$ cat config.mk
export PLATFORM = sky130hd
export DESIGN_NAME = string_escape_encoder_core
export DESIGN_NICKNAME = d
export VERILOG_FILES = /design/src/sesc_pkg.sv /design/src/string_escape_encoder_core.sv /design/src/sesc_front.sv /design/src/sesc_queue.sv /design/src/sesc_back.sv
export VERILOG_INCLUDE_DIRS = /design/src /design/src/src
export SDC_FILE = /design/constraint.sdc
export NUM_CORES = 1
export LEC_CHECK = 0
export BUFFER_PORTS_ARGS = -buffer_cell sky130_fd_sc_hd__buf_2
export CORE_MARGIN = 2
export CORE_UTILIZATION = 45
export DETAILED_ROUTE_END_ITERATION = 8
export SLEW_MARGIN = 20
export SYNTH_ARGS = -nofsm -noshare
export SYNTH_HDL_FRONTEND = slang
export SYNTH_SLANG_ARGS = --single-unit
$ cat constraint.sdc
create_clock -name i_clk -period 7 [get_ports i_clk]
set_input_delay 1.4 -clock i_clk [delete_from_list [all_inputs] [get_ports i_clk]]
set_output_delay 1.4 -clock i_clk [all_outputs]
set_load 0.01 [all_outputs]
$ cat src/string_escape_encoder_core_defines.svh
// Assertion macros for the string escape encoder RTL, used by sesc_back.
// Depends on nothing; the including module must provide i_clk and i_rst_n.
`ifndef STRING_ESCAPE_ENCODER_CORE_DEFINES_SVH
`define STRING_ESCAPE_ENCODER_CORE_DEFINES_SVH

// Checks a property on every rising edge outside of reset.
`define SESC_ASSERT(lbl, prop) \
    lbl: assert property (@(posedge i_clk) disable iff (!i_rst_n) prop) \
        else $error("sesc assertion failed");

// Same check with a caller supplied message.
`define SESC_ASSERT_MSG(lbl, prop, msg) \
    lbl: assert property (@(posedge i_clk) disable iff (!i_rst_n) prop) \
        else $error(msg);

`endif

$ cat src/sesc_pkg.sv
// Package for the string escape encoder: run record type, queue sizing, codes.
// Used by every module of the block; depends on nothing.
package sesc_pkg;

    localparam int QDEPTH = 4;
    localparam int QAW    = $clog2(QDEPTH);

    localparam logic [7:0] CH_NUL    = 8'h00;
    localparam logic [7:0] CH_TAB    = 8'h09;
    localparam logic [7:0] CH_LF     = 8'h0A;
    localparam logic [7:0] CH_CR     = 8'h0D;
    localparam logic [7:0] CH_SI     = 8'h0F;
    localparam logic [7:0] CH_DQUOTE = 8'h22;
    localparam logic [7:0] CH_APOS   = 8'h27;
    localparam logic [7:0] CH_BSLASH = 8'h5C;
    localparam logic [7:0] CH_ZERO   = 8'h30;
    localparam logic [7:0] CH_HEXA   = 8'h37;
    localparam logic [7:0] CH_LOW_C  = 8'h63;
    localparam logic [7:0] CH_LOW_N  = 8'h6E;
    localparam logic [7:0] CH_LOW_R  = 8'h72;
    localparam logic [7:0] CH_LOW_T  = 8'h74;
    localparam logic [7:0] CH_LOW_X  = 8'h78;
    localparam logic [7:0] CTRL_LIMIT = 8'h20;

    typedef struct packed {
        logic [3:0][7:0] bytes;
        logic [1:0]      last_idx;
    } t_run;

    typedef struct packed {
        logic valid;
        t_run run;
    } t_q_head;

    function automatic logic [3:0] digit_remap(input logic [3:0] nib);
        logic [3:0] d;
        case (nib)
            4'd1:    d = 4'd0;
            4'd2:    d = 4'd1;
            4'd3:    d = 4'd2;
            4'd4:    d = 4'd3;
            4'd5:    d = 4'd4;
            4'd6:    d = 4'd5;
            4'd7:    d = 4'd6;
            4'd11:   d = 4'd7;
            4'd12:   d = 4'd8;
            4'd14:   d = 4'd9;
            default: d = 4'd0;
        endcase
        return d;
    endfunction

    function automatic logic [7:0] hex_upper(input logic [3:0] nib);
        logic [7:0] h;
        if (nib < 4'd10) begin
            h = CH_ZERO + {4'd0, nib};
        end else begin
            h = CH_HEXA + {4'd0, nib};
        end
        return h;
    endfunction

endpackage

$ cat src/string_escape_encoder_core.sv
// String escape encoder top level: an accepted byte passes through the run queue
// and then the serializer output register, which gives one output byte per cycle
// while i_stall is low; a byte whose escape is n bytes long (1 to 4) gives n bytes.
// A four-entry run queue lets the input keep accepting while the output drains.
// Reset is synchronous and active low; it empties the queue and the output register.
module string_escape_encoder_core (
    input  logic       i_clk,
    input  logic       i_rst_n,
    input  logic       i_valid,
    output logic       o_stall,
    input  logic [7:0] i_src_byte,
    output logic       o_valid,
    input  logic       i_stall,
    output logic [7:0] o_out_byte,
    output logic       o_run_last
);

    logic               push;
    logic               full;
    logic               pop;
    sesc_pkg::t_run     run;
    sesc_pkg::t_q_head  head;

    sesc_front u_front (
        .i_valid    (i_valid),
        .o_stall    (o_stall),
        .i_src_byte (i_src_byte),
        .i_full     (full),
        .o_push     (push),
        .o_run      (run)
    );

    sesc_queue u_queue (
        .i_clk   (i_clk),
        .i_rst_n (i_rst_n),
        .i_push  (push),
        .i_run   (run),
        .o_full  (full),
        .i_pop   (pop),
        .o_head  (head)
    );

    sesc_back u_back (
        .i_clk      (i_clk),
        .i_rst_n    (i_rst_n),
        .i_head     (head),
        .o_pop      (pop),
        .o_valid    (o_valid),
        .i_stall    (i_stall),
        .o_out_byte (o_out_byte),
        .o_run_last (o_run_last)
    );

endmodule

$ cat src/sesc_front.sv
// Front end: accepts source bytes and classifies each into its escaped run.
// Depends on sesc_pkg; pushes one run record per accepted byte into the queue.
module sesc_front (
    input  logic             i_valid,
    output logic             o_stall,
    input  logic [7:0]       i_src_byte,
    input  logic             i_full,
    output logic             o_push,
    output sesc_pkg::t_run   o_run
);

    logic [7:0] c;

    assign c       = i_src_byte;
    assign o_stall = i_full;
    assign o_push  = i_valid && !i_full;

    always_comb begin
        o_run.bytes    = {4{sesc_pkg::CH_BSLASH}};
        o_run.last_idx = 2'd1;
        if (c == sesc_pkg::CH_NUL) begin
            o_run.bytes[0] = sesc_pkg::CH_NUL;
            o_run.last_idx = 2'd0;
        end else if (c == sesc_pkg::CH_DQUOTE || c == sesc_pkg::CH_BSLASH ||
                     c == sesc_pkg::CH_APOS) begin
            o_run.bytes[1] = c;
        end else if (c == sesc_pkg::CH_CR) begin
            o_run.bytes[1] = sesc_pkg::CH_LOW_R;
        end else if (c == sesc_pkg::CH_LF) begin
            o_run.bytes[1] = sesc_pkg::CH_LOW_N;
        end else if (c == sesc_pkg::CH_TAB) begin
            o_run.bytes[1] = sesc_pkg::CH_LOW_T;
        end else if ((c >= 8'd1 && c <= 8'd7) || c == 8'd11 || c == 8'd12 ||
                     c == 8'd14) begin
            o_run.bytes[1] = sesc_pkg::CH_LOW_C;
            o_run.bytes[2] = sesc_pkg::CH_ZERO + {4'd0, sesc_pkg::digit_remap(c[3:0])};
            o_run.last_idx = 2'd2;
        end else if (c == sesc_pkg::CH_SI) begin
            o_run.bytes[1] = sesc_pkg::CH_LOW_C;
            o_run.bytes[2] = sesc_pkg::CH_LOW_R;
            o_run.last_idx = 2'd2;
        end else if (c < sesc_pkg::CTRL_LIMIT) begin
            o_run.bytes[1] = sesc_pkg::CH_LOW_X;
            o_run.bytes[2] = sesc_pkg::hex_upper(c[7:4]);
            o_run.bytes[3] = sesc_pkg::hex_upper(c[3:0]);
            o_run.last_idx = 2'd3;
        end else begin
            o_run.bytes[0] = c;
            o_run.last_idx = 2'd0;
        end
    end

endmodule

$ cat src/sesc_queue.sv
// Short queue of run records between the classifier and the serializer.
// Depends on sesc_pkg for the record type and depth.
module sesc_queue (
    input  logic                i_clk,
    input  logic                i_rst_n,
    input  logic                i_push,
    input  sesc_pkg::t_run      i_run,
    output logic                o_full,
    input  logic                i_pop,
    output sesc_pkg::t_q_head   o_head
);

    sesc_pkg::t_run              r_mem [sesc_pkg::QDEPTH];
    logic [sesc_pkg::QAW-1:0]    r_wr_ptr, n_wr_ptr;
    logic [sesc_pkg::QAW-1:0]    r_rd_ptr, n_rd_ptr;
    logic [sesc_pkg::QAW:0]      r_count, n_count;

    assign o_full       = (r_count == (sesc_pkg::QAW+1)'(sesc_pkg::QDEPTH));
    assign o_head.valid = (r_count != '0);
    assign o_head.run   = r_mem[r_rd_ptr];

    always_comb begin
        n_wr_ptr = i_push ? r_wr_ptr + 1'b1 : r_wr_ptr;
        n_rd_ptr = i_pop  ? r_rd_ptr + 1'b1 : r_rd_ptr;
        n_count  = r_count + {{sesc_pkg::QAW{1'b0}}, i_push} - {{sesc_pkg::QAW{1'b0}}, i_pop};
    end

    always_ff @(posedge i_clk) begin
        if (!i_rst_n) begin
            r_wr_ptr <= '0;
            r_rd_ptr <= '0;
            r_count  <= '0;
        end else begin
            r_wr_ptr <= n_wr_ptr;
            r_rd_ptr <= n_rd_ptr;
            r_count  <= n_count;
        end
    end

    always_ff @(posedge i_clk) begin
        if (i_push) begin
            r_mem[r_wr_ptr] <= i_run;
        end
    end

endmodule

$ cat src/sesc_back.sv
// Back end: serializes queued run records into output bytes, one per cycle while i_stall is low.
// Depends on sesc_pkg and the assertion macros in the defines header.
`include "string_escape_encoder_core_defines.svh"

module sesc_back (
    input  logic                i_clk,
    input  logic                i_rst_n,
    input  sesc_pkg::t_q_head   i_head,
    output logic                o_pop,
    output logic                o_valid,
    input  logic                i_stall,
    output logic [7:0]          o_out_byte,
    output logic                o_run_last
);

    logic       r_valid, n_valid;
    logic [7:0] r_out_byte;
    logic       r_run_last;
    logic [1:0] r_idx, n_idx;
    logic       load;
    logic       at_last;

    assign load    = i_head.valid && (!r_valid || !i_stall);
    assign at_last = (r_idx == i_head.run.last_idx);
    assign o_pop   = load && at_last;

    always_comb begin
        n_valid = r_valid;
        if (!r_valid || !i_stall) begin
            n_valid = i_head.valid;
        end
        n_idx = r_idx;
        if (load) begin
            n_idx = at_last ? 2'd0 : r_idx + 2'd1;
        end
    end

    always_ff @(posedge i_clk) begin
        if (!i_rst_n) begin
            r_valid <= 1'b0;
            r_idx   <= 2'd0;
        end else begin
            r_valid <= n_valid;
            r_idx   <= n_idx;
        end
    end

    always_ff @(posedge i_clk) begin
        if (load) begin
            r_out_byte <= i_head.run.bytes[r_idx];
            r_run_last <= at_last;
        end
    end

    assign o_valid    = r_valid;
    assign o_out_byte = r_out_byte;
    assign o_run_last = r_run_last;

    `SESC_ASSERT(a_idx_needs_head, r_idx != 2'd0 |-> i_head.valid)
    `SESC_ASSERT(a_idx_in_run, i_head.valid |-> r_idx <= i_head.run.last_idx)
    `SESC_ASSERT_MSG(a_pop_marks_last, o_pop |=> (r_valid && r_run_last), "pop without last mark")

endmodule
### Word level (Yosys, flattened, before mapping)

Memories as Yosys holds them, arrays and structs flattened. A register that Yosys moved wholly into a read port is not among the register bits.
Cells that the tools add are included.

* bits in writable memories: 136
* memory bits (read-only): 64
* memories kept: 2
* bits of input ports: 12
* register bits after elaboration: 19
* output and inout port bits: 11
* logic and storage cells: 92

Memory list
* u_queue.r_mem: words 4, bits a word 34, read ports 1, clocked after memory_dff 1, write ports 1, line sesc_queue.sv:13 `sesc_pkg::t_run r_mem [sesc_pkg::QDEPTH];`
* (name not given): words 16, bits a word 4, read ports 1, clocked after memory_dff 0, write ports 0, line sesc_pkg.sv:37 `case (nib)`

* multiplexer cells: 40
* reduce and logical (&&, ||, !) cells: 15
* equal/unequal tests: 12
* $lt $le $gt $ge: 6
* add/subtract/negate cells: 10

Operator list (number)
* 16-bit 2-to-1 mux: 6
* 8-bit 2-to-1 mux: 12
* 8-bit by 4-bit == test with 1-bit output, second input constant: 7
* 10-bit 2-to-1 mux: 5
* 24-bit 2-to-1 mux: 2
* 6-bit by 4-bit adder with 7-bit output, first input constant: 5
* 4-bit 2-to-1 mux: 6
* 8-bit binary-select mux with 2-bit select: 1
* 8-bit by 6-bit == test with 1-bit output, second input constant: 2
* 2-bit 2-to-1 mux: 6
* 8-bit by 7-bit == test with 1-bit output, second input constant: 1
* 8-bit by 1-bit >= comparator with 1-bit output, second input constant: 1
* 8-bit by 3-bit less-or-equal comparator with 1-bit output, second input constant: 1
* 8-bit logical NOT: 1
* 4-bit less-than comparator, second input constant: 2
* 8-bit by 6-bit less-than comparator with 1-bit output, second input constant: 1
* 2-bit by 1-bit adder with 2-bit output, second input constant: 3
* 1-bit logical OR: 6
* 1-bit logical AND: 4
* 3-bit by 1-bit adder with 3-bit output: 1
* 3-bit == test, second input constant: 1
* 1-bit logical NOT: 3
* 2-bit by 3-bit less-than comparator with 1-bit output, second input constant: 1
* 3-bit nonzero test: 1
* other kinds (3): 4

### Longest topological paths before layout

* word-level depth: 18
* gate-level depth with buffers: 13
* depth with buffers taken out: 13

### Cells and area by module

Synthesis repeated with hierarchy kept, for this count alone.

* cell total of the unflattened synthesis: 390
* area, all modules: 6910.4 um^2

Modules (own cells, without submodules)
* sesc_queue: sequential area each 4264.1 um^2, area each 5398.9 um^2, cells an instance 221, times used 1
* sesc_front: sequential area each 0.0 um^2, area each 852.1 um^2, cells an instance 130, times used 1
* sesc_back: sequential area each 330.3 um^2, area each 659.4 um^2, cells an instance 39, times used 1

### Worst setup path before layout

OpenSTA, ideal clock, no wires.

* path type: in2reg
* start point: in i_stall
* end point: reg u_queue.r_count[2] (netlist name)
* stages on the path: 12
* data required time: 6.885 ns
* setup time: 0.115 ns
* slack: 3.615 ns
* buffers on the path: 0
* arrival: 3.270 ns
* cells stage by stage: a21o_1 -> inv_1 -> nand3_1 -> inv_1 -> ha_1 -> inv_1 -> ha_1 -> inv_1 -> fa_1 -> xnor2_1 -> xnor2_1 -> and2_1

* longest elaborated chain between the ends: 5

RTL lines
* start, declared: line string_escape_encoder_core.sv:13 `input logic i_stall,`
* 1-bit logical NOT: line sesc_back.sv:23 `assign load = i_head.valid && (!r_valid || !i_stall);`
* 1-bit logical OR: line sesc_back.sv:23
* 1-bit logical AND: line sesc_back.sv:23
* via u_back.load: line sesc_back.sv:20 `logic load;`
* 1-bit logical AND: line sesc_back.sv:25 `assign o_pop = load && at_last;`
* via pop: line string_escape_encoder_core.sv:20 `logic pop;`
* 3-bit by 1-bit subtractor with 3-bit output: line sesc_queue.sv:25 `n_count = r_count + {{sesc_pkg::QAW{1'b0}}, i_push} - {{sesc_pkg::QAW{1'b0}}, i_pop};`
* end signal, assigned: line sesc_queue.sv:36 `r_count <= n_count;`
* end, declared: line sesc_queue.sv:16 `logic [sesc_pkg::QAW:0] r_count, n_count;`

The timed path passes the listed nets, and every way through them passes these cells.
A chain may end at the register's enable or synchronous reset.

### Worst setup path in the final report

Same ends and word-level chain as after synthesis.

==> results by group <==
Status
  – Outcome: finished, final reports clean

Logic synthesis
  – Area leader, netlist: edfxtp_1
  – Synth area leaders: edfxtp_1, mux4_2, dfxtp_1
  – Async SR Flop Fraction: 0%
  – Yosys cell types: 52
  – Ys Warns: 0
  – Post-synth EDFFs: 137
  – Avg Synthesized Cell Area: 17.1 um^2
  – Most common cell in the synthesized netlist: edfxtp_1
  – Mux share of post-synthesis cell area: 13.7%
  – Largest family of logic cells by synthesized area: multiplexers
  – Top cells by count, synth: edfxtp_1, mux4_2, ha_1
  – Synth Area in XOR/XNOR: 1.31%
  – Sequential fraction of the synthesis area: 66.9%
  – Post-Synth Simple-Gate Area: 7.71%
  – Number of synthesized register bits: 149
  – Syn Std Cell Area: 6510 um^2
  – Primary FF master, synth: edfxtp_1
  – Yosys top cell area share: 63.2%
  – Synth Area in Compound Gates: 4.96%
  – Post-Synth Adder-Cell Area: 3.38%
  – Mapped Cells: 381

Layout
  – Fillers: 1159
  – Fin cells: 610
  – Share of layout cells above drive strength 1: 24.4%
  – Area grow syn2layout: 13.2%
  – Diodes inserted: 0
  – Finished Cell Area: 7360 um^2
  – Post-layout nets: 447

Floorplan
  – Die area: 15400 um^2
  – Row count: 43
  – Placeable Area: 14000 um^2
  – Initial Util: 46.5%
  – Die X: 124 um
  – I/O Pins: 23
  – Die Ht: 124 um

Hold path
  – Hold Startpoint: u_back.o_valid
  – Hold EP: u_back.o_valid
  – Hold crit path type: reg -> reg
  – Hold path depth: 2

Power
  – P per Cell Area: 326 nW/um^2
  – Clock power frac: 33.2%
  – Static Leak: 2.50 nW
  – NetSw: 0.614 mW
  – Sw Ratio: 25.5%
  – Comb pwr share: 18.7%
  – Reg power frac: 48.2%
  – Maximum vdd ir drop: 0.172 mV
  – Power Internal: 1.79 mW

Timing
  – RSZ-0062 raised after global routing: false
  – Clock Skew: 0.00858 ns
  – Worst-margin pin slew: 0.775 ns
  – Fin crit period: 3.38 ns
  – Fin Setup TNS: 0 ns
  – Fin crit share: 48.3%
  – Final setup fails: 0
  – Final Hold Viols: 0
  – Fin. max-slew vios: 0
  – FMAX: 296 MHz
  – Slew headroom: 47.9%

Route
  – DRC viols: 0
  – Wire per inst: 20.9 um
  – Via/cell ratio: 5.58
  – Detailed Routing Iterations Pass 1: 4
  – Antenna-violating nets left: 0
  – DR vias: 3405
  – Final wirelength: 12800 um
  – Iteration-0 DRC Markers: 299

Clocking
  – PostCTS Resize Cnt: 0
  – Clock Path Buffers: 2
  – Clock Pin Slew Worst Setup and Hold Paths: 0.06 ns
  – Clock sink count: 149
  – CTS Root Cell: clkbuf_16
  – Htree depth: 4
  – Hold_buf cts: 0
  – Worst skew pair latency: 0.42 ns
  – Total setup buffers inserted after CTS: 0
  – CTS tree: built
  – CTS Buf Count: 17

Placement
  – Gpl congestion: 0.922
  – Area after DPL: 6840 um^2
  – Post-DP HPWL: 8000 um
  – DP Cell Count: 579
  – Port Buffer Count: 22

Setup path
  – Reg-to-reg endpoint: u_queue.r_count[2]
  – Worst EP arrival: 3.68 ns
  – Worst setup EP type: flop
  – Crit-path max FO: 12
  – CP required: 7.30 ns
  – Reg2reg path depth: 13
  – Setup crit start kind: input pin
  – Critical path type: in -> reg
  – FF-to-FF setup slack: 3.67 ns

Global routing
  – First-pass GRT wire length: 20300 um
  – Pin count of the biggest net entering global routing: 33
  – GRT Resource Usage Total: 17.7%
  – Number of global-route vias before repair: 3505
  – Gr ovfl total: 0
  – Antenna violations before repair: 0

Flow run
  – Max Cap Viol: 0
## worst max-delay path, stage by stage
cell	delay, ns
buf_2	0.10
a21o_1	0.21
inv_1	0.42
nand3_1	0.20
inv_1	0.10
ha_1	0.23
inv_1	0.06
ha_1	0.13
inv_1	0.05
fa_1	0.37
xnor2_1	0.15
xnor2_1	0.13
and2_1	0.15
## per-stage QoR
stage          setup WS (ns)  power, mW  hold WS (ns)  utilization, %
3_3_place_gp            3.27       1.63         0.462            48.9
3_5_place_dp            3.17       1.64         0.474            48.9
4_1_cts                 3.60       2.44         0.480            52.6
2_1_floorplan           3.62       1.49         0.497               -
6_report                3.62       2.40         0.476            52.6
5_1_grt                 3.41       2.52         0.510            52.6
## cells in the final DEF, fill, tap and decap left out, drive strengths merged, types with 2 or more instances in the layout
master	count
a21oi	13
xnor2	8
nor2b	9
and2	15
mux4	39
or2	3
clkinvlp	2
a21o	2
nand2	15
nand3	4
conb	8
nor3	10
dfxtp	12
edfxtp	137
and3	5
inv	16
ha	16
clkbuf	17
a31oi	2
o21ai	10
buf	28
o211a	2
nor2	13
nor3b	2
clkinv	11
o21a	6
nand2b	3
nand4	3
## layout make-up
class	count	area (um^2)	share of cell area, %
multi-input combinational	206	2050	27.8
sequential	149	4360	59.1
timing repair buffer	28	155	2.11
tap	180	225	3.06
inverter	16	60.1	0.815
clock inverter	14	95.1	1.29
clock buffer	17	425	5.78
## routing by layer
layer	GRT usage, %	up-vias	routed length [um]
met5	0	-	0
met4	5.95	0	121
met3	5.03	12	571
met2	27.4	91	6070
met1	24.4	1748	5990
li1	-	1554	-
## worst max-delay path by stage
stage | from | endpoint
2_1_floorplan | i_stall | u_queue.r_count[2]
3_3_place_gp | i_stall | u_queue.r_count[2]
3_5_place_dp | i_stall | u_queue.r_count[2]
4_1_cts | flop | u_queue.r_count[2]
5_1_grt | flop | u_queue.r_count[2]
6_report | i_stall | u_queue.r_count[2]
## cells by family after synthesis
group,Yosys count
compound gates,46
xor+xnor,8
fa+ha+maj,17
buf+inv,32
flops,149
mux,40
other cells,2
simple gates,87
## sequential cells by signal (all words and copies together), names as in the netlist, named ones only
signal / flops
u_back.r_idx: 2
u_back.o_out_byte: 8
u_back.o_run_last: 1
u_queue.r_wr_ptr: 2
u_queue.r_mem: 128
u_queue.r_rd_ptr: 2
u_back.o_valid: 1
u_queue.r_count: 3
## power by group through the flow
stage / combinational (mW) / sequential (mW) / clock (mW)
3_5_place_dp: 0.458 / 1.18 / 0
6_report: 0.448 / 1.16 / 0.798
2_1_floorplan: 0.315 / 1.17 / 0
5_1_grt: 0.498 / 1.17 / 0.853
3_3_place_gp: 0.453 / 1.17 / 0
4_1_cts: 0.460 / 1.16 / 0.817
Power figures use the tool's default switching activity.
